## src/rtl/mcpi_pkg.sv

```systemverilog
// ----------------------------------------------------------------------------
// mcpi_pkg
// Types, constants and the xorshift32 step shared by the hit counter modules.
// ----------------------------------------------------------------------------
package mcpi_pkg;

  localparam int unsigned SEED_W     = 32;
  localparam int unsigned FRAC_W     = 23;
  localparam int unsigned SQ_W       = 2 * FRAC_W;
  localparam int unsigned BHITS_W    = 4;
  localparam int unsigned THITS_W    = 48;

  localparam logic [SEED_W-1:0] SEED_RESET = 32'd1;
  // 1.0 squared in Q0.46, compared against a 47-bit sum of squares
  localparam logic [SQ_W:0]     ONE_SQ     = 47'h1 << SQ_W;

  localparam int unsigned XS_A = 13;
  localparam int unsigned XS_B = 17;
  localparam int unsigned XS_C = 5;

  typedef struct packed {
    logic restart;
    logic last_batch;
  } mcpi_in_t;

  typedef struct packed {
    logic [BHITS_W-1:0] batch_hits;
    logic [THITS_W-1:0] run_total;
    logic               done_res;
  } mcpi_out_t;

  // per-stage load enables and the restart select, handed to every lane
  typedef struct packed {
    logic ld_en;
    logic restart;
    logic sq_en;
    logic cmp_en;
  } mcpi_ctl_t;

  function automatic logic [SEED_W-1:0] xs32(input logic [SEED_W-1:0] s);
    logic [SEED_W-1:0] t;
    t = s ^ (s << XS_A);
    t = t ^ (t >> XS_B);
    t = t ^ (t << XS_C);
    return t;
  endfunction

endpackage

```

## src/rtl/mcpi_lane.sv

```systemverilog
// ----------------------------------------------------------------------------
// mcpi_lane
// One generator lane: xorshift32 state, coordinate, square and compare stages.
// ----------------------------------------------------------------------------
module mcpi_lane import mcpi_pkg::*; #(
  parameter logic [31:0] RESET_SEED = 32'd1
) (
  input  logic              clk_i,
  input  logic              rst_ni,
  input  mcpi_ctl_t         ctl_i,
  input  logic [SEED_W-1:0] seed_i,
  output logic              hit_o
);

  logic [SEED_W-1:0] state_q, state_d;
  logic [SEED_W-1:0] sx, sy, s_cur;
  logic [FRAC_W-1:0] mx_q, my_q;
  logic [SQ_W-1:0]   sqx_q, sqy_q;
  logic [SQ_W:0]     sq_sum;
  logic              hit_q;

  always_comb begin
    s_cur   = ctl_i.restart ? seed_i : state_q;
    sx      = xs32(s_cur);
    sy      = xs32(sx);
    state_d = sy;
  end

  always_ff @(posedge clk_i or negedge rst_ni) begin
    if (!rst_ni) begin
      state_q <= RESET_SEED;
    end else if (ctl_i.ld_en) begin
      state_q <= state_d;
    end
  end

  always_ff @(posedge clk_i) begin
    if (ctl_i.ld_en) begin
      mx_q <= sx[FRAC_W-1:0];
      my_q <= sy[FRAC_W-1:0];
    end
    if (ctl_i.sq_en) begin
      sqx_q <= {{FRAC_W{1'b0}}, mx_q} * {{FRAC_W{1'b0}}, mx_q};
      sqy_q <= {{FRAC_W{1'b0}}, my_q} * {{FRAC_W{1'b0}}, my_q};
    end
    if (ctl_i.cmp_en) begin
      hit_q <= (sq_sum <= ONE_SQ);
    end
  end

  assign sq_sum = {1'b0, sqx_q} + {1'b0, sqy_q};
  assign hit_o  = hit_q;

endmodule

```

## config.mk

```make
export PLATFORM = sky130hd
export DESIGN_NAME = mcpi_lane
export DESIGN_NICKNAME = d
export VERILOG_FILES = /design/src/rtl/mcpi_pkg.sv /design/src/rtl/mcpi_lane.sv
export SDC_FILE = /design/constraint.sdc
export NUM_CORES = 2
export LEC_CHECK = 0
export BUFFER_PORTS_ARGS = -buffer_cell sky130_fd_sc_hd__buf_2
export CORE_UTILIZATION = 55
export CTS_CLUSTER_DIAMETER = 60
export DETAILED_ROUTE_END_ITERATION = 10
export PLACE_DENSITY = 0.78
export SLEW_MARGIN = 5
export SYNTH_ARGS = -nofsm -noshare
export SYNTH_HDL_FRONTEND = slang
export SYNTH_SLANG_ARGS = --single-unit
```

## constraint.sdc

```tcl
create_clock -name clk_i -period 6.85 [get_ports clk_i]
set_input_delay 0.3425 -clock clk_i [delete_from_list [all_inputs] [get_ports clk_i]]
set_output_delay 0.3425 -clock clk_i [all_outputs]
set_load 0.02 [all_outputs]
```

==> results_dict.tcl <==
set metrics [dict create \
    fp.dieW_um 271 \
    grt_usage_pct 27.5 \
    violations "setup timing" \
    cpMaxStageDelayCell "fa_2" \
    finish.utilization_pct 63.9 \
    worstPathArrival_ps 7220 \
    crit_family "adder cells" \
    final_common_cell "inv_1" \
    end_kind "flop" \
    cts_buffers 17 \
    ys_types 80 \
    viasPerCell 5.43 \
    via_count 29500 \
    clockBufferDepth 2 \
    die-area_um2 73300 \
    hp-class "in2reg" \
    start_kind "flop" \
    cts_htree_levels 4 \
    n_fill_cell 5431 \
    async_reset_ff_share_pct 18.9 \
    path_clk_slew_ps 90 \
    path_buf_inv 5 \
    max_freq_ghz 0.143 \
    cp.depth 24 \
    drtAntennaViolNets 0 \
    rows 98 \
    yosys_warnings 0 \
    drv_slew 0 \
    gp_congestion 0.955 \
    fp.dieH_um 271 \
    synth_cells 4151 \
    grt_pass1_vias 31700 \
    setup_violations 13 \
    required_ps 7060 \
    fin_ws_ps -161 \
    avgSynthCellArea_um2 9.57 \
    synth_nets 5352 \
    core-area_um2 71500 \
    grt_overflow 0 \
    dr.pass1.iters 6 \
    pin_count 39 \
    grt_max_degree 91 \
    layout_common_cells "inv_1 (992), fa_1 (745), ha_1 (363), nand2_1 (352), buf_4 (308)" \
    fin_crit_ps 7010 \
    io_buffer_count 38 \
    root_buffer "clkbuf_16" \
    drt-total-wl_um 101000 \
    insertion_delay_ps 470 \
    maxCapViolations 0 \
    finalNetCount 5659 \
    wl_per_cell_um 18.6 \
    worst_pin_slew_ps 1210 \
    antenna_found_initial 7 \
    drive_gt1_share_pct 15.4 \
    synth_flop_cell "edfxtp_1" \
    start_util_pct 55.6 \
    critical_path.max_stage_delay_ps 600 \
    synth_seq_area_share_pct 12.4 \
    cp_common_cell "fa_1" \
    setup_tns_ps -1220 \
    worstPathMaxFanout 10 \
    synthToLayoutAreaGrowth_pct 15.1 \
    hold_path_depth 1 \
    path_cells "buf_12 > buf_4 > and2_1 > inv_1 > fa_1 > fa_1 > inv_2 > fa_1 > fa_1 > fa_2 > fa_1 > fa_1 > ha_4 > buf_6 > nand3_1 > nor2_2 > a221oi_2 > nand3b_1 > a31o_4 > o211ai_1 > a31oi_1 > or3_1 > o21ai_2 > xor2_1" \
    clock_skew_ps 21.8 \
    dpl.hpwl_um 80700 \
    cts.sinks 169 \
    rr_worst_depth 24 \
    period_share_pct 102 \
    final_hold_viol_count 0 \
    synth_edf_count 137 \
    relSlewSlack_pct 19.4 \
    ys_seq_elements 169 \
    hold_slack_ps 85.4 \
    status "finished with violations" \
    cts_tree "yes" \
    critPathKind "reg2reg" \
    drt_iter0_markers 1812 \
    grt_pass1_wl_um 159000 \
    drc 0 \
    stdcell_count 5424 \
    synth_area_um2 39700 \
    dp_cells 5340 \
    rsz0062_at_grt "yes" \
]
cell type report:
| class | instances | area, um2 | share of cell area (%) |
|---|---|---|---|
| clock buffers | 17 | 425 | 0.931 |
| repair buffers | 416 | 3740 | 8.19 |
| flip-flops and latches | 169 | 4920 | 10.8 |
| well taps | 950 | 1190 | 2.60 |
| clock inverters | 15 | 219 | 0.479 |
| inverters | 1019 | 3830 | 8.38 |
| diodes | 3 | 7.51 | 0.0164 |
| multi-input cells | 2835 | 31400 | 68.7 |
flip-flops by register name (all words and copies together) (netlist names):
register / flops
sqy_q: 45
mx_q: 23
hit_o: 1
my_q: 23
sqx_q: 45
state_q: 32
repair_timing:
item,CTS,global route
cloned,1,6
endpoints found under the hold margin,31,0
setup endpoints to repair,19,34
pin swaps,22,137
buffers inserted,10,32
resized for setup,61,181
hold buffers,1,0
cell usage after synthesis, drive strengths merged (17+ instances only):
| cell type | instances | share of area (%) |
|---|---|---|
| o21a | 19 | 0.36 |
| xor2 | 100 | 2.2 |
| nand2b | 25 | 0.39 |
| o21ai | 84 | 1.1 |
| clkbuf | 119 | 1.1 |
| nand3 | 36 | 0.45 |
| inv | 1017 | 9.6 |
| o21bai | 22 | 0.42 |
| mux2 | 33 | 0.94 |
| xnor2 | 175 | 3.9 |
| and3 | 19 | 0.30 |
| nor2 | 150 | 1.4 |
| nor2b | 20 | 0.31 |
| dfrtp | 31 | 2.0 |
| nand2 | 364 | 3.4 |
| fa | 770 | 39 |
| ha | 393 | 12 |
| mux2i | 21 | 0.53 |
| o211ai | 17 | 0.33 |
| a21oi | 170 | 2.2 |
| and2 | 197 | 3.1 |
| a21o | 60 | 1.1 |
| edfxtp | 137 | 10 |
worst paths after layout:
check | start | to | slack, ps
worst min register to register | state_q[28]$_DFFE_PN0P_ | state_q[28]$_DFFE_PN0P_ | 530
worst max register to register | mx_q[12]$_DFFE_PP_ | sqx_q[44]$_DFFE_PP_ | -160
worst min-delay path | ctl_i[0] | hit_o$_DFFE_PP_ | 90
worst max-delay path | mx_q[12]$_DFFE_PP_ | sqx_q[44]$_DFFE_PP_ | -160
min in group asynchronous | rst_ni | state_q[9]$_DFFE_PN0P_ | 480
max in group asynchronous | rst_ni | state_q[30]$_DFFE_PN0P_ | 5860
per-layer routing:
layer	vias up	wire length [um]	global-route usage, %
li1	13400	-	-
met1	14800	39500	34.6
met2	1004	50000	46.9
met3	256	7310	5.06
met4	6	4130	10.5
met5	-	42	0
per-stage QoR:
stage | setup slack [ps] | instance area (um2)
floorplan | -53.7 | 39800
global placement | -153 | 43500
detailed placement | -349 | 43500
CTS | -148 | 44600
global route | -417 | 45700
finish | -161 | 45700
cell families (layout without fill, tap and decap cells):
family | after synthesis | after routing | share of synthesized area, %
adder cells (fa/ha/maj) | 1163 | 1163 | 51.2
buffers and inverters | 1147 | 1467 | 10.9
AND/OR/NAND/NOR | 881 | 881 | 10.6
AO/OA/AOI/OAI | 462 | 462 | 7.48
XOR/XNOR | 275 | 275 | 6.06
flip-flops | 169 | 169 | 12.4
multiplexers | 54 | 54 | 1.46
other | 0 | 3 | 0
Power is not shown: default switching activity piles up to over one toggle a cycle in this logic, so the estimate is an artifact.
