<file path="config.mk">
export PLATFORM = sky130hd
export DESIGN_NAME = mcpi_accum
export DESIGN_NICKNAME = d
export VERILOG_FILES = /design/src/rtl/mcpi_pkg.sv /design/src/rtl/mcpi_accum.sv
export SDC_FILE = /design/constraint.sdc
export NUM_CORES = 1
export LEC_CHECK = 0
export ABC_AREA = 1
export ABC_CLOCK_PERIOD_IN_PS = 5050
export BUFFER_PORTS_ARGS = -buffer_cell sky130_fd_sc_hd__buf_2
export CAP_MARGIN = 20
export CORE_ASPECT_RATIO = 0.9
export CORE_MARGIN = 2
export CORE_UTILIZATION = 55
export DETAILED_ROUTE_END_ITERATION = 7
export PLACE_DENSITY_LB_ADDON = 0.12
export SKIP_CTS_REPAIR_TIMING = 1
export SYNTH_ARGS = -nofsm -noshare
export SYNTH_HDL_FRONTEND = slang
export SYNTH_SLANG_ARGS = --single-unit
</file>
<file path="constraint.sdc">
create_clock -name clk_i -period 5.05 [get_ports clk_i]
set_clock_uncertainty 0.1 [all_clocks]
set_input_delay 0 -clock clk_i [delete_from_list [all_inputs] [get_ports clk_i]]
set_output_delay 0 -clock clk_i [all_outputs]
set_load 0.03 [all_outputs]
</file>
<file path="src/rtl/mcpi_pkg.sv">
// ----------------------------------------------------------------------------
// mcpi_pkg
// Types, constants and the xorshift32 step shared by the hit counter modules.
// ----------------------------------------------------------------------------
package mcpi_pkg;

  localparam int unsigned SEED_W     = 32;
  localparam int unsigned FRAC_W     = 23;
  localparam int unsigned SQ_W       = 2 * FRAC_W;
  localparam int unsigned BHITS_W    = 4;
  localparam int unsigned THITS_W    = 48;

  localparam logic [SEED_W-1:0] SEED_RESET = 32'd1;
  // 1.0 squared in Q0.46, compared against a 47-bit sum of squares
  localparam logic [SQ_W:0]     ONE_SQ     = 47'h1 << SQ_W;

  localparam int unsigned XS_A = 13;
  localparam int unsigned XS_B = 17;
  localparam int unsigned XS_C = 5;

  typedef struct packed {
    logic restart;
    logic last_batch;
  } mcpi_in_t;

  typedef struct packed {
    logic [BHITS_W-1:0] batch_hits;
    logic [THITS_W-1:0] run_total;
    logic               done_res;
  } mcpi_out_t;

  // per-stage load enables and the restart select, handed to every lane
  typedef struct packed {
    logic ld_en;
    logic restart;
    logic sq_en;
    logic cmp_en;
  } mcpi_ctl_t;

  function automatic logic [SEED_W-1:0] xs32(input logic [SEED_W-1:0] s);
    logic [SEED_W-1:0] t;
    t = s ^ (s << XS_A);
    t = t ^ (t >> XS_B);
    t = t ^ (t << XS_C);
    return t;
  endfunction

endpackage

</file>
<file path="src/rtl/mcpi_accum.sv">
// ----------------------------------------------------------------------------
// mcpi_accum
// Counts the hits of a batch and keeps the saturating running total.
// ----------------------------------------------------------------------------
module mcpi_accum import mcpi_pkg::*; #(
  parameter int unsigned LANES       = 8,
  parameter int unsigned TOTAL_WIDTH = 48
) (
  input  logic             clk_i,
  input  logic             rst_ni,
  input  logic             en_i,
  input  logic             restart_i,
  input  logic             last_i,
  input  logic [LANES-1:0] hits_i,
  output mcpi_out_t        out_o
);

  localparam int unsigned CntW = $clog2(LANES + 1);

  logic [CntW-1:0]        cnt;
  logic [CntW+BHITS_W-1:0] cnt_x;
  logic [TOTAL_WIDTH:0]   sum;
  logic [TOTAL_WIDTH-1:0] base;
  logic [TOTAL_WIDTH-1:0] total_q, total_d;
  logic [63:0]            total_x;
  logic [BHITS_W-1:0]     bhits_q;
  logic                   done_q;

  always_comb begin
    cnt = '0;
    for (int i = 0; i < LANES; i++) begin
      cnt = cnt + CntW'(hits_i[i]);
    end
  end

  // restart clears the total before this batch is added
  assign base  = restart_i ? '0 : total_q;
  assign sum   = {1'b0, base} + (TOTAL_WIDTH + 1)'(cnt);
  assign total_d = sum[TOTAL_WIDTH] ? '1 : sum[TOTAL_WIDTH-1:0];
  assign cnt_x = (CntW + BHITS_W)'(cnt);

  always_ff @(posedge clk_i or negedge rst_ni) begin
    if (!rst_ni) begin
      total_q <= '0;
    end else if (en_i) begin
      total_q <= total_d;
    end
  end

  always_ff @(posedge clk_i) begin
    if (en_i) begin
      bhits_q <= cnt_x[BHITS_W-1:0];
      done_q  <= last_i;
    end
  end

  assign total_x          = 64'(total_q);
  assign out_o.batch_hits = bhits_q;
  assign out_o.run_total  = total_x[THITS_W-1:0];
  assign out_o.done_res   = done_q;

endmodule

</file>
==> flow_metrics.tcl <==
set metrics [dict create \
    root_buffer "clkbuf_8" \
    grt_pass1_vias 4034 \
    slew_viol_final 0 \
    vias 4354 \
    synthTopCellsByCount "nand2_1, nor2_1, nand3_1" \
    drt_first_pass_iters 6 \
    place.gp.congestion 1.01 \
    synthCells 645 \
    worst-setup-path-type "input pin to flip-flop" \
    r2r_slack_ns 2.42 \
    grt_pass1_wl_mm 19.9 \
    drt_iter0_markers 331 \
    ys_seq_area_share_pct 32.0 \
    drive_gt1_share_pct 14.6 \
    power_density_mw_per_mm2 257 \
    met3_usage_pct 4.24 \
    hold_path_class "input pin to async pin" \
    timing.setup.tns_ns 0 \
    clock-sinks 53 \
    hold_viol_final 0 \
    dp_hpwl_mm 9.25 \
    slowest_delay_ns 0.54 \
    grtUsageMet2_pct 48.8 \
    crit_buf_inv 3 \
    crit_start "hits_i[0]" \
    path_max_fanout 18 \
    antenna_left 0 \
    ys_ff_latch 53 \
    area_growth_pct 11.0 \
    slew_headroom_pct 59.5 \
    ir_drop_mv 0.283 \
    maxCapViolCount 0 \
    antenna_found_initial 0 \
    overflow 0 \
    rr_endpoint "total_q[22]" \
    synthArstFlopShare_pct 90.6 \
    io_pins 66 \
    grt_use_total_pct 30.7 \
    end_kind "flip-flop" \
    syn_area_per_cell_um2 6.56 \
    start_util_pct 56.3 \
    cts.path.max_buffers 2 \
    seq_area_mm2 0.00135 \
    synth_warnings 0 \
    status "completed" \
    dpl_cell_area_mm2 0.00455 \
    setup_viol 0 \
    portBuffers 65 \
    synth_fp_nets 670 \
    num_rows 30 \
    worstReg2RegStart "total_q[0]" \
    synthMostInstantiatedCell "nand2_1" \
    cp_cell_sequence "buf_2 > inv_1 > fa_1 > fa_1 > fa_1 > inv_1 > ha_1 > fa_1 > xor2_1 > ha_1 > nand3_1 > nand3_1 > nand2_2 > nor2_8 > nand3_2 > nand3_1 > nand2_1 > o21ai_0" \
    die_w_um 96.4 \
    multiInputGateArea_mm2 0.00248 \
    die_h_um 87.2 \
    cp_top_family "adder cells" \
    fin_crit_ns 4.08 \
    syn_area_mm2 0.00423 \
    rsz0062_at_grt "false" \
    cp.required_ns 5.18 \
    grt_use_met1_pct 44.2 \
    worst_r2r_path_depth 12 \
    cts.clk_slew.worst_paths_ns 0.11 \
    leakagePower_nw 2.19 \
    fillers 744 \
    wl_per_cell_um 15.5 \
    drc 0 \
    yosysTopAreaCell "dfrtp_1" \
    critPathArrivalTime_ns 4.20 \
    timing.fmax_mhz 245 \
    yosysUniqueCellTypes 33 \
    crit_slowest_cell "fa_1" \
    clock_latency_ns 0.31 \
    htree_levels 2 \
    fin_crit_sh_pct 80.7 \
    timing.critical_path.mode_cell "fa_1" \
    busiest_layer "met2" \
    final_util_pct 62.6 \
    tightest_slew_ns 0.605 \
    fin_area_mm2 0.00470 \
    synth.area.top_cells "dfrtp_1, nand2_1, nor2_1" \
    wl_mm 12.4 \
    vias_per_cell 5.44 \
    diodes 0 \
    cts_tree "built" \
    grt_start_max_net_pins 71 \
    nets 728 \
    start_kind "input pin" \
    coreArea_mm2 0.00751 \
    synth_top_area_share_pct 28.4 \
    synth_flop_cell "dfrtp_1" \
    cts_inserted_buffers 5 \
    dieArea_mm2 0.00841 \
    synth-edff-count 5 \
]
-- worst reg2reg max path, stage by stage (launching register included) --
cell and delay, ns:
dfrtp_1 0.40, inv_1 0.06, nor2_1 0.04, ha_1 0.23, fa_1 0.41, nand3_1 0.10, nand3_1 0.17, nand2_2 0.22
nor2_8 0.08, nand3_2 0.37, nand3_1 0.14, nand2_1 0.09, o21ai_0 0.09
-- placed cells by master (no fill, tap or decap), types with 2 or more instances in the layout --
cell type / instances
clkbuf_8: 6
nand4_1: 12
nor2_1: 128
o21bai_1: 2
inv_1: 65
buf_4: 3
edfxtp_1: 5
xor2_1: 13
a21oi_1: 23
buf_2: 65
nor2_4: 2
dfrtp_1: 48
dlygate4sd3_1: 3
nand2_1: 187
ha_1: 7
nor2_2: 6
nand3_1: 80
a21oi_2: 9
nand2_2: 3
nand3_2: 3
fa_1: 5
nor3_1: 2
o21ai_0: 6
xnor2_1: 11
-- stage by stage --
step / power (W) / worst slack, ns / hold slack (ns) / instances
floorplan: 0.000838 / 1.11 / -0.396 / 645
finish: 0.00121 / 0.973 / 0.0826 / 800
detailed placement: 0.000951 / 0.689 / 0.0781 / 788
global route: 0.00129 / 0.702 / 0.140 / 800
global placement: 0.000939 / 0.780 / 0.0771 / 788
CTS: 0.00121 / 1.02 / -0.246 / 796
-- routing by layer --
metal	wire, µm	part of all wire [%]
met4	146	1.2
met5	0	0
met1	5740	46
met2	5630	45
met3	895	7.2
-- how the worst max path moves through the flow --
stage                        endpoint  slack, ns  depth (start not counted)
after floorplan           total_q[20]       1.11                         18
after CTS                 total_q[19]       1.02                         18
after global placement    total_q[46]       0.78                         19
final                     total_q[19]       0.97                         18
after global routing      total_q[19]       0.70                         18
after detailed placement  total_q[19]       0.69                         18
-- flip-flops by register name, indices dropped and copies added, names as in the netlist --
register,cells
bhits_q,4
total_q,48
done_q,1
-- kinds of logic after synthesis --
kind of cell,Yosys count,synth area share [%]
xor+xnor,24,4.97
simple gates,427,43.3
buf+inv,88,9.56
compound gates,41,5.77
flops,53,32.0
fa+ha+maj,12,4.44
-- power by group --
group	switching, W	total [W]	internal [W]
sequential	0.0000488	0.000531	0.000482
clock	0.000148	0.000260	0.000112
combinational	0.000281	0.000417	0.000135
-- area by class of cell --
type                    count  share of cell area (%)
inverters                  67                    5.46
flip-flops and latches     53                    28.8
multi-input cells         504                    52.7
repair buffers             72                    8.47
clock inverters             1                   0.160
well taps                  96                    2.56
clock buffers               7                    1.84
Note: power is estimated with default switching activity, not from simulation.
